==> src/rtl/core/fctl_pkg.sv <==
`timescale 1ns / 1ps
// ----------------------------------------------------------------------------
// fctl_pkg: shared types and constants of the call trace lookup
// Item, result and command formats, operation codes, register indexes and
// the depth constants that the front part relies on.
// ----------------------------------------------------------------------------
package fctl_pkg;

    // Default size of the symbol table.
    localparam int unsigned SYMBOLS_DEFAULT = 64;

    // Configuration port.
    localparam int unsigned CFG_IDX_W  = 1;
    localparam int unsigned CFG_DATA_W = 7;
    localparam logic [CFG_IDX_W-1:0] CFG_TRACE_ENABLE = 1'd0;
    localparam logic [CFG_IDX_W-1:0] CFG_TABLE_COUNT  = 1'd1;

    // Call depth handling.
    localparam logic [15:0] DEPTH_MAX   = 16'hFFFF;
    localparam logic [15:0] QUIET_DEPTH = 16'd2;
    localparam logic [15:0] INDENT_BASE = 16'd3;

    // Input item action codes.
    typedef enum logic [1:0] {
        ACT_LOAD   = 2'd0,
        ACT_CALL   = 2'd1,
        ACT_RETURN = 2'd2,
        ACT_NONE   = 2'd3
    } t_action;

    // Work handed from the front to the back.
    typedef enum logic [1:0] {
        CMD_LOAD,
        CMD_CALL,
        CMD_RETURN
    } t_cmd_kind;

    // Back part sequencer states.
    typedef enum logic [1:0] {
        BK_IDLE,
        BK_SCAN,
        BK_OUT
    } t_back_state;

    typedef struct packed {
        logic [1:0]  action;
        logic [5:0]  entry_index;
        logic [31:0] entry_start;
        logic [31:0] entry_length;
        logic        entry_is_func;
        logic [31:0] event_pc;
        logic [31:0] target_addr;
    } t_in_item;

    typedef struct packed {
        logic        is_return;
        logic [15:0] indent_level;
        logic        found;
        logic [5:0]  symbol_index;
        logic [31:0] pc_out;
        logic [31:0] target_out;
    } t_out_item;

    typedef struct packed {
        t_cmd_kind   kind;
        logic [5:0]  slot;
        logic [31:0] start;
        logic [31:0] length;
        logic        is_func;
        logic [31:0] pc;
        logic [31:0] target;
        logic [15:0] indent;
    } t_cmd;

endpackage

==> src/rtl/core/function_call_trace_lookup.sv <==
`timescale 1ns / 1ps
// ----------------------------------------------------------------------------
// function_call_trace_lookup: call and return symbol lookup for tracing
// Keeps a symbol table and a call depth and reports, for each traced call or
// return, the matching function entry and the indent level.
// ----------------------------------------------------------------------------
// The block takes one input beat per cycle as long as its two-entry command
// queue has room. Load beats write one symbol table slot as the back takes
// them. A call or return that reports passes the back part in order: the
// back takes the command, reads up to the smaller of table_count and SYMBOLS
// entries in turn, tests each word on the registered read and holds the
// result on the output register while the output stalls. The scan is set by
// the single read port of the symbol table memory, which is read one entry
// per cycle, and it stops at the first match. Calls and returns that do not
// report (tracing disabled, or a depth of two or less) and unused action
// codes are absorbed by the front and never reach the back. Configuration
// is written through a plain write port: index 0 is trace_enable and index
// 1 is table_count; it is meant to be written while the block is idle.
// ----------------------------------------------------------------------------
module function_call_trace_lookup #(
    parameter int unsigned SYMBOLS = fctl_pkg::SYMBOLS_DEFAULT
) (
    input  logic                                i_clk,
    input  logic                                i_rst_n,
    // Configuration write port.
    input  logic                                i_cfg_we,
    input  logic [fctl_pkg::CFG_IDX_W-1:0]      i_cfg_idx,
    input  logic [fctl_pkg::CFG_DATA_W-1:0]     i_cfg_data,
    // Input beats.
    input  logic                                i_in_valid,
    output logic                                o_in_stall,
    input  fctl_pkg::t_in_item                  i_in_data,
    // Result beats.
    output logic                                o_out_valid,
    input  logic                                i_out_stall,
    output fctl_pkg::t_out_item                 o_out_data
);

    // Configuration registers.
    logic                            r_trace_enable;
    logic [fctl_pkg::CFG_DATA_W-1:0] r_table_count;

    // Front to queue and queue to back.
    logic           push;
    fctl_pkg::t_cmd push_cmd;
    logic           q_full;
    logic           q_valid;
    fctl_pkg::t_cmd q_cmd;
    logic           q_pop;

    always_ff @(posedge i_clk) begin
        if (!i_rst_n) begin
            r_trace_enable <= 1'b0;
            r_table_count  <= '0;
        end else if (i_cfg_we) begin
            case (i_cfg_idx)
                fctl_pkg::CFG_TRACE_ENABLE: r_trace_enable <= i_cfg_data[0];
                fctl_pkg::CFG_TABLE_COUNT:  r_table_count  <= i_cfg_data;
                default: begin
                end
            endcase
        end
    end

    // The front classifies each beat and tracks the call depth, so the
    // depth seen by a command is fixed in input order.
    fctl_front #(
        .SYMBOLS (SYMBOLS)
    ) u_front (
        .i_clk          (i_clk),
        .i_rst_n        (i_rst_n),
        .i_valid        (i_in_valid),
        .o_stall        (o_in_stall),
        .i_item         (i_in_data),
        .i_trace_enable (r_trace_enable),
        .i_q_full       (q_full),
        .o_push         (push),
        .o_cmd          (push_cmd)
    );

    fctl_queue u_queue (
        .i_clk   (i_clk),
        .i_rst_n (i_rst_n),
        .i_push  (push),
        .i_cmd   (push_cmd),
        .o_full  (q_full),
        .i_pop   (q_pop),
        .o_valid (q_valid),
        .o_cmd   (q_cmd)
    );

    // The back applies table writes and lookups strictly in queue order,
    // so a lookup always sees every load that came before it.
    fctl_back #(
        .SYMBOLS (SYMBOLS)
    ) u_back (
        .i_clk         (i_clk),
        .i_rst_n       (i_rst_n),
        .i_q_valid     (q_valid),
        .i_q_cmd       (q_cmd),
        .o_q_pop       (q_pop),
        .i_table_count (r_table_count),
        .o_valid       (o_out_valid),
        .i_stall       (i_out_stall),
        .o_item        (o_out_data)
    );

endmodule

==> src/rtl/core/fctl_front.sv <==
`timescale 1ns / 1ps
// ----------------------------------------------------------------------------
// fctl_front: input classification and call depth tracking
// Accepts input beats, keeps the saturating call depth and turns each beat
// into a table write, a lookup command or nothing.
// ----------------------------------------------------------------------------
module fctl_front #(
    parameter int unsigned SYMBOLS = fctl_pkg::SYMBOLS_DEFAULT
) (
    input  logic               i_clk,
    input  logic               i_rst_n,
    input  logic               i_valid,
    output logic               o_stall,
    input  fctl_pkg::t_in_item i_item,
    input  logic               i_trace_enable,
    input  logic               i_q_full,
    output logic               o_push,
    output fctl_pkg::t_cmd     o_cmd
);

    logic [15:0] r_depth;
    logic [15:0] n_depth;
    logic [15:0] depth_up;
    logic        accept;

    assign accept  = i_valid && !i_q_full;
    assign o_stall = i_q_full;

    always_comb begin
        n_depth  = r_depth;
        o_push   = 1'b0;
        depth_up = (r_depth < fctl_pkg::DEPTH_MAX) ? r_depth + 16'd1 : r_depth;

        o_cmd.kind    = fctl_pkg::CMD_LOAD;
        o_cmd.slot    = i_item.entry_index;
        o_cmd.start   = i_item.entry_start;
        o_cmd.length  = i_item.entry_length;
        o_cmd.is_func = i_item.entry_is_func;
        o_cmd.pc      = i_item.event_pc;
        o_cmd.target  = i_item.target_addr;
        o_cmd.indent  = r_depth - fctl_pkg::INDENT_BASE;

        case (i_item.action)
            fctl_pkg::ACT_LOAD: begin
                // Slots beyond the table are dropped here.
                if (32'(i_item.entry_index) < SYMBOLS) begin
                    o_push = accept;
                end
            end
            fctl_pkg::ACT_CALL: begin
                o_cmd.kind   = fctl_pkg::CMD_CALL;
                o_cmd.indent = depth_up - fctl_pkg::INDENT_BASE;
                if (i_trace_enable) begin
                    if (accept) begin
                        n_depth = depth_up;
                    end
                    if (depth_up > fctl_pkg::QUIET_DEPTH) begin
                        o_push = accept;
                    end
                end
            end
            fctl_pkg::ACT_RETURN: begin
                o_cmd.kind   = fctl_pkg::CMD_RETURN;
                o_cmd.target = 32'd0;
                if (i_trace_enable && r_depth > fctl_pkg::QUIET_DEPTH) begin
                    o_push = accept;
                    if (accept) begin
                        n_depth = r_depth - 16'd1;
                    end
                end
            end
            default: begin
            end
        endcase
    end

    always_ff @(posedge i_clk) begin
        if (!i_rst_n) begin
            r_depth <= 16'd0;
        end else begin
            r_depth <= n_depth;
        end
    end

endmodule

==> src/rtl/core/fctl_queue.sv <==
`timescale 1ns / 1ps
// ----------------------------------------------------------------------------
// fctl_queue: two-entry command queue
// Decouples the front from the back so that each side can stall on its own.
// ----------------------------------------------------------------------------
module fctl_queue (
    input  logic           i_clk,
    input  logic           i_rst_n,
    input  logic           i_push,
    input  fctl_pkg::t_cmd i_cmd,
    output logic           o_full,
    input  logic           i_pop,
    output logic           o_valid,
    output fctl_pkg::t_cmd o_cmd
);

    fctl_pkg::t_cmd r_mem [2];
    logic           r_wr_ptr;
    logic           r_rd_ptr;
    logic [1:0]     r_cnt;
    logic           n_wr_ptr;
    logic           n_rd_ptr;
    logic [1:0]     n_cnt;
    logic           do_push;
    logic           do_pop;

    assign o_full  = (r_cnt == 2'd2);
    assign o_valid = (r_cnt != 2'd0);
    assign o_cmd   = r_mem[r_rd_ptr];
    assign do_push = i_push && !o_full;
    assign do_pop  = i_pop && o_valid;

    always_comb begin
        n_wr_ptr = do_push ? ~r_wr_ptr : r_wr_ptr;
        n_rd_ptr = do_pop ? ~r_rd_ptr : r_rd_ptr;
        n_cnt    = r_cnt;
        if (do_push && !do_pop) begin
            n_cnt = r_cnt + 2'd1;
        end else if (do_pop && !do_push) begin
            n_cnt = r_cnt - 2'd1;
        end
    end

    always_ff @(posedge i_clk) begin
        if (!i_rst_n) begin
            r_wr_ptr <= 1'b0;
            r_rd_ptr <= 1'b0;
            r_cnt    <= 2'd0;
        end else begin
            r_wr_ptr <= n_wr_ptr;
            r_rd_ptr <= n_rd_ptr;
            r_cnt    <= n_cnt;
        end
    end

    always_ff @(posedge i_clk) begin
        if (do_push) begin
            r_mem[r_wr_ptr] <= i_cmd;
        end
    end

endmodule

==> src/rtl/core/fctl_back.sv <==
`timescale 1ns / 1ps
// ----------------------------------------------------------------------------
// fctl_back: symbol table and lookup sequencer
// Holds the symbol table memory, applies table writes and scans the table
// one entry per cycle for calls and returns, then presents the result beat.
// ----------------------------------------------------------------------------
module fctl_back #(
    parameter int unsigned SYMBOLS = fctl_pkg::SYMBOLS_DEFAULT
) (
    input  logic                                i_clk,
    input  logic                                i_rst_n,
    input  logic                                i_q_valid,
    input  fctl_pkg::t_cmd                      i_q_cmd,
    output logic                                o_q_pop,
    input  logic [fctl_pkg::CFG_DATA_W-1:0]     i_table_count,
    output logic                                o_valid,
    input  logic                                i_stall,
    output fctl_pkg::t_out_item                 o_item
);

    localparam int unsigned IDX_W = (SYMBOLS > 1) ? $clog2(SYMBOLS) : 1;
    localparam int unsigned CNT_W = $clog2(SYMBOLS + 1);

    // Symbol table memory, one write and one registered read per cycle.
    logic [31:0] mem_start  [SYMBOLS];
    logic [31:0] mem_length [SYMBOLS];
    logic        mem_func   [SYMBOLS];
    logic [31:0] r_rd_start;
    logic [31:0] r_rd_length;
    logic        r_rd_func;
    logic [IDX_W-1:0] rd_addr;
    logic [IDX_W-1:0] wr_addr;
    logic [31:0]      wr_addr_ext;
    logic             wr_en;

    fctl_pkg::t_back_state r_state;
    fctl_pkg::t_back_state n_state;
    fctl_pkg::t_cmd        r_cmd;
    fctl_pkg::t_cmd        n_cmd;
    logic [CNT_W-1:0]      r_limit;
    logic [CNT_W-1:0]      n_limit;
    logic [CNT_W-1:0]      r_iss_idx;
    logic [CNT_W-1:0]      n_iss_idx;
    logic [CNT_W-1:0]      iss_next;
    logic                  r_iss_on;
    logic                  n_iss_on;
    logic                  r_chk_on;
    logic                  n_chk_on;
    logic [IDX_W-1:0]      r_chk_idx;
    logic [IDX_W-1:0]      n_chk_idx;
    fctl_pkg::t_out_item   r_out;
    fctl_pkg::t_out_item   n_out;
    logic [31:0]           lim_ext;
    logic [31:0]           chk_idx_ext;
    logic [31:0]           look_addr;
    logic [32:0]           range_end;
    logic                  hit;

    assign wr_addr_ext = 32'(i_q_cmd.slot);
    assign wr_addr     = wr_addr_ext[IDX_W-1:0];
    assign rd_addr     = r_iss_idx[IDX_W-1:0];
    assign iss_next    = r_iss_idx + CNT_W'(1);
    assign lim_ext     = (32'(i_table_count) > SYMBOLS) ? SYMBOLS : 32'(i_table_count);
    assign chk_idx_ext = 32'(r_chk_idx);

    // Entry test on the word read out in the previous cycle.
    assign look_addr = (r_cmd.kind == fctl_pkg::CMD_CALL) ? r_cmd.target : r_cmd.pc;
    assign range_end = {1'b0, r_rd_start} + {1'b0, r_rd_length};
    always_comb begin
        if (r_cmd.kind == fctl_pkg::CMD_CALL) begin
            hit = r_rd_func && (r_rd_start == look_addr);
        end else begin
            hit = r_rd_func && (r_rd_start <= look_addr) && ({1'b0, look_addr} < range_end);
        end
    end

    assign o_valid = (r_state == fctl_pkg::BK_OUT);
    assign o_item  = r_out;

    always_comb begin
        n_state   = r_state;
        n_cmd     = r_cmd;
        n_limit   = r_limit;
        n_iss_idx = r_iss_idx;
        n_iss_on  = 1'b0;
        n_chk_on  = 1'b0;
        n_chk_idx = r_chk_idx;
        n_out     = r_out;
        o_q_pop   = 1'b0;
        wr_en     = 1'b0;

        case (r_state)
            fctl_pkg::BK_IDLE: begin
                if (i_q_valid) begin
                    o_q_pop = 1'b1;
                    n_cmd   = i_q_cmd;
                    if (i_q_cmd.kind == fctl_pkg::CMD_LOAD) begin
                        wr_en = 1'b1;
                    end else begin
                        n_limit            = lim_ext[CNT_W-1:0];
                        n_iss_idx          = '0;
                        n_out.is_return    = (i_q_cmd.kind == fctl_pkg::CMD_RETURN);
                        n_out.indent_level = i_q_cmd.indent;
                        n_out.found        = 1'b0;
                        n_out.symbol_index = 6'd0;
                        n_out.pc_out       = i_q_cmd.pc;
                        n_out.target_out   = i_q_cmd.target;
                        if (lim_ext == 32'd0) begin
                            n_state = fctl_pkg::BK_OUT;
                        end else begin
                            n_iss_on = 1'b1;
                            n_state  = fctl_pkg::BK_SCAN;
                        end
                    end
                end
            end
            fctl_pkg::BK_SCAN: begin
                if (r_iss_on) begin
                    n_chk_on  = 1'b1;
                    n_chk_idx = rd_addr;
                    n_iss_idx = iss_next;
                    n_iss_on  = (iss_next != r_limit);
                end
                if (r_chk_on && hit) begin
                    n_out.found        = 1'b1;
                    n_out.symbol_index = chk_idx_ext[5:0];
                    n_iss_on           = 1'b0;
                    n_chk_on           = 1'b0;
                    n_state            = fctl_pkg::BK_OUT;
                end else if (r_chk_on && !r_iss_on) begin
                    n_state = fctl_pkg::BK_OUT;
                end
            end
            fctl_pkg::BK_OUT: begin
                if (!i_stall) begin
                    n_state = fctl_pkg::BK_IDLE;
                end
            end
            default: begin
                n_state = fctl_pkg::BK_IDLE;
            end
        endcase
    end

    always_ff @(posedge i_clk) begin
        if (!i_rst_n) begin
            r_state  <= fctl_pkg::BK_IDLE;
            r_iss_on <= 1'b0;
            r_chk_on <= 1'b0;
        end else begin
            r_state  <= n_state;
            r_iss_on <= n_iss_on;
            r_chk_on <= n_chk_on;
        end
    end

    always_ff @(posedge i_clk) begin
        r_cmd     <= n_cmd;
        r_limit   <= n_limit;
        r_iss_idx <= n_iss_idx;
        r_chk_idx <= n_chk_idx;
        r_out     <= n_out;
    end

    always_ff @(posedge i_clk) begin
        if (wr_en) begin
            mem_start[wr_addr]  <= i_q_cmd.start;
            mem_length[wr_addr] <= i_q_cmd.length;
            mem_func[wr_addr]   <= i_q_cmd.is_func;
        end
        r_rd_start  <= mem_start[rd_addr];
        r_rd_length <= mem_length[rd_addr];
        r_rd_func   <= mem_func[rd_addr];
    end

endmodule
==> config.mk <==
export PLATFORM = sky130hd
export DESIGN_NAME = function_call_trace_lookup
export DESIGN_NICKNAME = d
export VERILOG_FILES = /design/src/rtl/core/fctl_pkg.sv /design/src/rtl/core/function_call_trace_lookup.sv /design/src/rtl/core/fctl_front.sv /design/src/rtl/core/fctl_queue.sv /design/src/rtl/core/fctl_back.sv
export SDC_FILE = /design/constraint.sdc
export NUM_CORES = 2
export LEC_CHECK = 0
export BUFFER_PORTS_ARGS = -buffer_cell sky130_fd_sc_hd__buf_2
export CAP_MARGIN = 20
export CORE_MARGIN = 2
export CORE_UTILIZATION = 39
export DETAILED_ROUTE_END_ITERATION = 16
export PLACE_DENSITY = 0.55
export SLEW_MARGIN = 20
export SYNTH_ARGS = -nofsm -noshare
export SYNTH_HDL_FRONTEND = slang
export SYNTH_MEMORY_MAX_BITS = 65536
export SYNTH_SLANG_ARGS = --single-unit
==> constraint.sdc <==
create_clock -name i_clk -period 18.4 [get_ports i_clk]
set_input_delay 5.52 -clock i_clk [delete_from_list [all_inputs] [get_ports i_clk]]
set_output_delay 5.52 -clock i_clk [all_outputs]
set_load 0.02 [all_outputs]
---- Word level (Yosys, flattened, before mapping) ----
Memory sizes are Yosys's and may differ from the RTL's. A register that Yosys moved wholly into a read port is not among the register bits.
Index checks and enable logic that the tools add are counted.
storage, ports and cells
  memory bits (writable) .................. 4466
  output and inout port bits .............. 90
  memories ................................ 4
  flip-flop bits (word level) ............. 206
  logic and storage cells ................. 148
  input bits .............................. 150
memory list
  name               words  bits a word  rd ports  clocked after memory_dff  write ports  RTL line          RTL
  u_back.mem_length  64     32           1         1                         1            fctl_back.sv:26   logic [31:0] mem_length [SYMBOLS];
  u_back.mem_start   64     32           1         1                         1            fctl_back.sv:25   logic [31:0] mem_start [SYMBOLS];
  u_queue.r_mem      2      153          1         1                         1            fctl_queue.sv:17  fctl_pkg::t_cmd r_mem [2];
  u_back.mem_func    64     1            1         1                         1            fctl_back.sv:27   logic mem_func [SYMBOLS];
cells by class
  bitwise operators ....................... 6
  $lt $le $gt $ge ......................... 6
  reductions and logical operators ........ 33
  $add $sub $neg .......................... 8
  equal/unequal tests ..................... 19
  multiplexer cells ....................... 51
operator list
  operator                 count
  $mux W71                 2
  $mux W16                 6
  $mux W32                 2
  $mux W7                  5
  $add A32 B32 Y33         1
  $lt A32 B33 Y1           1
  $eq A32 B32 Y1           1
  $gt A16 B2 Y1 const B    2
  $le A32 B32 Y1           1
  $logic_not A32 Y1        1
  $pmux W16 S2             1
  $sub A16 B2 Y16 const B  2
  $pmux W7 S2              2
  $mux W1                  21
  $add A16 B1 Y16 const B  1
  $lt A16 B16 Y1 const B   1
  $mux W2                  8
  $sub A16 B1 Y16 const B  1
  $reduce_and A4 Y1        3
  $logic_and A1 B1 Y1      11
  $ne A2 B1 Y1 const B     5
  $eq A2 B2 Y1 const B     4
  $ne A2 B2 Y1 const B     4
  $reduce_and A2 Y1        4
  18 further kinds         33

---- Logic depth before layout (Yosys ltp) ----
  depth in word-level cells ............... 11
  depth in mapped cells ................... 17
  depth with buffers taken out ............ 17

---- Modules after synthesis ----
Synthesis repeated with hierarchy kept, for this count alone.
second synthesis, totals
  cell total of the unflattened synthesis .. 7696
  area total of the unflattened synthesis .. 183023.0 sq um
modules (own cells, without submodules)
  module                      area each (sq um)  seq. area each (sq um)  cells an instance  times used
  fctl_back                   167674.6           131526.1                6671               1
  fctl_queue                  11552.3            9288.9                  501                1
  fctl_front                  3483.3             320.3                   489                1
  function_call_trace_lookup  312.8              160.2                   35                 1

---- Worst setup path after synthesis ----
Ideal clock, no wire load.
  kind .................................... input to register
  start ................................... input port i_in_valid
  end ..................................... memory u_queue.r_mem[1][0] (netlist name), enable pin
  data required time ...................... 17502 ps
  slack ................................... 534 ps
  cell stages on the path ................. 4
  data arrival time ....................... 16967 ps
  setup time .............................. 898 ps
  buffers on the path ..................... 0
  cell sequence ........................... nand3_1 -> nor2_1 -> o21ai_0 -> a21boi_0
on the way
  cells in the longest elaborated chain, start to end .. 7
  elaborated cells on any way between the ends .. 8
  those cells by class .................... mux: 6; reduce/logical: 2
RTL lines
  what                             RTL line                          RTL
  from (decl)                      function_call_trace_lookup.sv:30  input logic i_in_valid,
  $logic_and A1 B1 Y1 *            fctl_front.sv:26                  assign accept = i_valid && !i_q_full;
  $mux W1                          fctl_front.sv:57                  if (depth_up > fctl_pkg::QUIET_DEPTH) begin
  $mux W1                          fctl_front.sv:53                  if (i_trace_enable) begin
  $pmux W1 S3 *                    fctl_front.sv:43                  case (i_item.action)
  $logic_and A1 B1 Y1 *            fctl_queue.sv:30                  assign do_push = i_push && !o_full;
  $mux W1 *                        fctl_queue.sv:57                  if (do_push) begin
  $mux W1 (implied by the code) *  fctl_queue.sv:58                  r_mem[r_wr_ptr] <= i_cmd;
  to (decl)                        fctl_queue.sv:17
Every way passes the cells marked *; elsewhere a longest branch is shown, timed or not.

==> results by group <==
Synthesis
  • Largest cells by area after synthesis: edfxtp_1 (77%), mux4_2 (17%), dfxtp_1 (1.1%), mux2_2 (0.93%), ha_1 (0.70%)
  • Post-synthesis mux area share: a little under a fifth
  • Ys Warns: 0
  • #FFs+latches synth: 4738
  • Commonest cells in the netlist: edfxtp_1 (4640), mux4_2 (1365), clkbuf_1 (200)
  • Cell taking the most area after synthesis: edfxtp_1
  • Adder-cell area share of the yosys netlist: less than 1%
  • Area share of the largest cell type after synthesis: between 70 and 80%
  • Post-synthesis compound-gate area fraction: less than 1%
  • Cells after synthesis: roughly 7.6k
  • Post-Syn Nets: 7882
  • Post-synthesis sequential area ratio: between 70% and 80%
  • XOR/XNOR share of the synthesized area: 0.327%
  • Count leader, synth: edfxtp_1
  • Async S/R FF share, synth: 0%
  • Post-Syn Area: approximately 0.18 mm^2
  • Simple-gate portion of the synthesized area: about 1.2%
  • Most used DFF post-synth: edfxtp_1
  • Largest family of logic cells by synthesized area: multiplexers
  • Count of different cell masters after synthesis: 78
  • Post-synth EDFFs: 4640
  • Syn_area_per_cell: 23.8 um^2

Global route
  • Global-route wire length before repair: roughly 700000 um
  • Gr usage total: 21.6%
  • Number of antenna violations at the first check in global routing: 29
  • Vias in the first global route: 87.0k
  • Total grt overflow: 0
  • Pin count of the biggest net entering global routing: 142

Floorplanning
  • Starting Density: about two fifths
  • Core Box Area: 0.464 mm^2
  • Chip height: 687 um
  • Num rows: 250
  • Die X: 687 um
  • # IOs: 240
  • DIE AREA: approximately 0.47 mm^2

STA
  • Final Skew: 0.0653 ns
  • Final period util: 41.0%
  • Final Max Tran Viols: 0
  • Worst-Margin Slew: 1.20 ns
  • Fin. Hold Viols: 0
  • RSZ-0062 raised after global routing: no
  • TNS Setup: 0 ns
  • Relative slew slack: 20.3%
  • Min Tclk post-route: 7.54 ns
  • Final setup vio count: 0
  • Fmax: 133 MHz

Placement
  • Dpl cells: between 10k and 15k
  • Placed wire-length estimate: 276000 um
  • IO buf count: about 240
  • Placed Area: 0.192 mm^2
  • Placer congestion estimate: 0.802

Setup path
  • Crit path capture: u_queue.r_mem[1][15]
  • Delay-heaviest family, CP: simple AND/OR/NAND/NOR gates
  • Crit start category: primary input
  • FF-to-FF End: u_back.r_rd_length[19]
  • CP Data Required Time: 19.12 ns
  • Critical path's slowest cell: nand2b_1
  • Reg-to-Reg Start: u_back.r_iss_idx[0]
  • Bufs and invs on worst path: 2
  • Critical Path Fanout Max: 13
  • Beginning of the critical path: i_in_data[136]
  • Critical path endpoint category: flop
  • CP Depth: 8
  • Crit-path cells: buf_2 > nand2b_1 > clkinv_1 > o21ai_1 > mux2i_1 > nand3_1 > nor4_1 > xnor2_1
  • Depth of the most critical reg-to-reg path: 8
  • Critical path class: in -> reg
  • Crit path DAT: 8.26 ns
  • Worst R2R Setup Slack: ~12 ns
  • Slowest stage delay, CP: 0.58 ns

Min path
  • HP Class: reg -> reg

Layout
  • Final Cell Area: between 0.2 and 0.25 mm^2
  • Fin util: 44.8%
  • Fin nets: 8462
  • Fin cells: 14.8k
  • Fill count: between 30k and 40k
  • Layout cell share with drive strength beyond 1: 31.7%
  • Area Growth Syn to Fin: 14.2%

Clocking
  • Clock sinks: 4738
  • CTS tree: yes
  • Clk slew on worst S/H paths: around 0.06 ns
  • Hold buffer count at cts: 0
  • Post-CTS Setup Bufs: 0
  • Post-cts resize count: 0
  • Clock Path Buffers: 4
  • Worst-skew pair later-pin latency: ~1 ns
  • H-tree depth: 5
  • Num CTS Buffers: 483
  • Clock Tree Root: clkbuf_16

Power
  • P per Cell Area: 147 mW/mm^2
  • Leakage: between 60 and 70 nW
  • Net Sw Power: 8.85 mW
  • Switching Share: between 20 and 30%
  • Part of the power in the clock network: 31.6%
  • Peak supply drop: 0.000150 V
  • Pwr Total: 30.6 mW
  • Reg power frac: 42.4%
  • Internal Power: 21.7 mW
  • Combinational share of power: 26.0%

Drt
  • Routed len/inst: 34.9 um
  • Vias/cell: ~6
  • Via Count: 86.5k
  • Final ANT Viol Nets: 0
  • DRT Pass-1 Iters: 6
  • Total wire length: just over 500000 um
  • DRC viols: 0
  • DR iter-0 viols: about 11k

Flow run
  • Max Cap Violations: 0

Run status
  • Status: finished clean
-- how the worst min path moves through the flow --
| stage | from | endpoint | slack, ns | cells past startpoint |
|---|---|---|---|---|
| global route | r_table_count[1] | r_table_count[1] | 0.53 | 2 |
| global placement | r_table_count[2] | r_table_count[2] | 0.47 | 2 |
| CTS | r_table_count[1] | r_table_count[1] | 0.50 | 2 |
| finish | r_table_count[1] | r_table_count[1] | 0.50 | 2 |
| floorplan | u_back.r_iss_idx[2] | u_back.r_chk_idx[2] | 0.42 | 0 |
| detailed placement | r_table_count[2] | r_table_count[2] | 0.49 | 2 |
-- area by class of cell --
type | instances | area, um^2 | share of cell area (%)
diodes | 12 | 30.0 | 0.0145
clock buffers | 633 | 13000 | 6.25
inverters | 66 | 248 | 0.119
multi-input cells | 2459 | 39500 | 19.0
well taps | 6174 | 7720 | 3.72
repair buffers | 461 | 3220 | 1.55
flip-flops and latches | 4738 | 141000 | 68.1
clock inverters | 269 | 2590 | 1.25
-- sequential cells by signal (all words and copies together), names as in the netlist, 2 cells and up, named ones only --
| signal | cells |
|---|---|
| u_back.r_chk_idx | 6 |
| u_back.mem_start | 2048 |
| u_back.r_iss_idx | 7 |
| u_front.r_depth | 16 |
| u_back.r_rd_start | 32 |
| u_back.r_limit | 7 |
| u_queue.r_cnt | 2 |
| u_back.r_rd_length | 32 |
| u_back.o_item | 88 |
| u_queue.r_mem | 306 |
| u_back.mem_func | 64 |
| u_back.r_cmd | 66 |
| r_table_count | 7 |
| u_back.r_state | 2 |
| u_back.mem_length | 2048 |
-- routing by layer --
layer	share of wire [%]	GRT usage, %
met5	0.018	0
met4	2.7	5.51
met3	7.2	3.47
met2	48	35.0
met1	42	30.6
-- placed cells by master (no fill, tap or decap), types with 45 or more instances in the layout --
cell / count
clkinv_2: 82
nand2_1: 84
mux4_2: 1365
dfxtp_1: 97
mux2_4: 50
o21ai_0: 55
clkinv_1: 112
nand3_1: 51
nor2_1: 82
ha_1: 102
clkbuf_16: 487
and2_1: 45
buf_2: 239
clkbuf_1: 122
nor2_4: 65
a21oi_1: 82
edfxtp_1: 4640
buf_4: 196
mux2_2: 101
inv_1: 61
-- logic make-up (layout without fill, tap and decap cells) --
family / Yosys count / in the layout
adders and majority gates: 103 / 103
other: 0 / 12
muxes: 1559 / 1559
and+or+nand+nor: 454 / 454
DFF: 4738 / 4738
xor gates and xnor gates: 68 / 68
AOI/OAI and AO/OA: 275 / 275
buffers and inverters: 432 / 1429
-- metrics by stage --
stage / hold WS [ns] / setup WS [ns]
3_3_place_gp: 0.472 / 9.86
5_1_grt: 0.528 / 10.66
6_report: 0.500 / 10.86
4_1_cts: 0.500 / 10.95
2_1_floorplan: 0.424 / 0.534
3_5_place_dp: 0.488 / 9.85
-- tightest hold or removal path, delay by kind of cell (launching register included) --
family	cells	cell delay, ns
DFF	1	0.33
and+or+nand+nor	1	0.07
AOI/OAI and AO/OA	1	0.05
-- power by group through the flow --
stage | combinational, mW | clock [mW] | sequential, mW
after floorplan | 5.43 | 0 | 13.1
after global placement | 7.89 | 0 | 13.2
after detailed placement | 8.01 | 0 | 13.2
after CTS | 8.03 | 9.85 | 13.0
after global routing | 8.50 | 10.3 | 13.0
final | 7.95 | 9.67 | 13.0
Power figures use the tool's default switching activity.
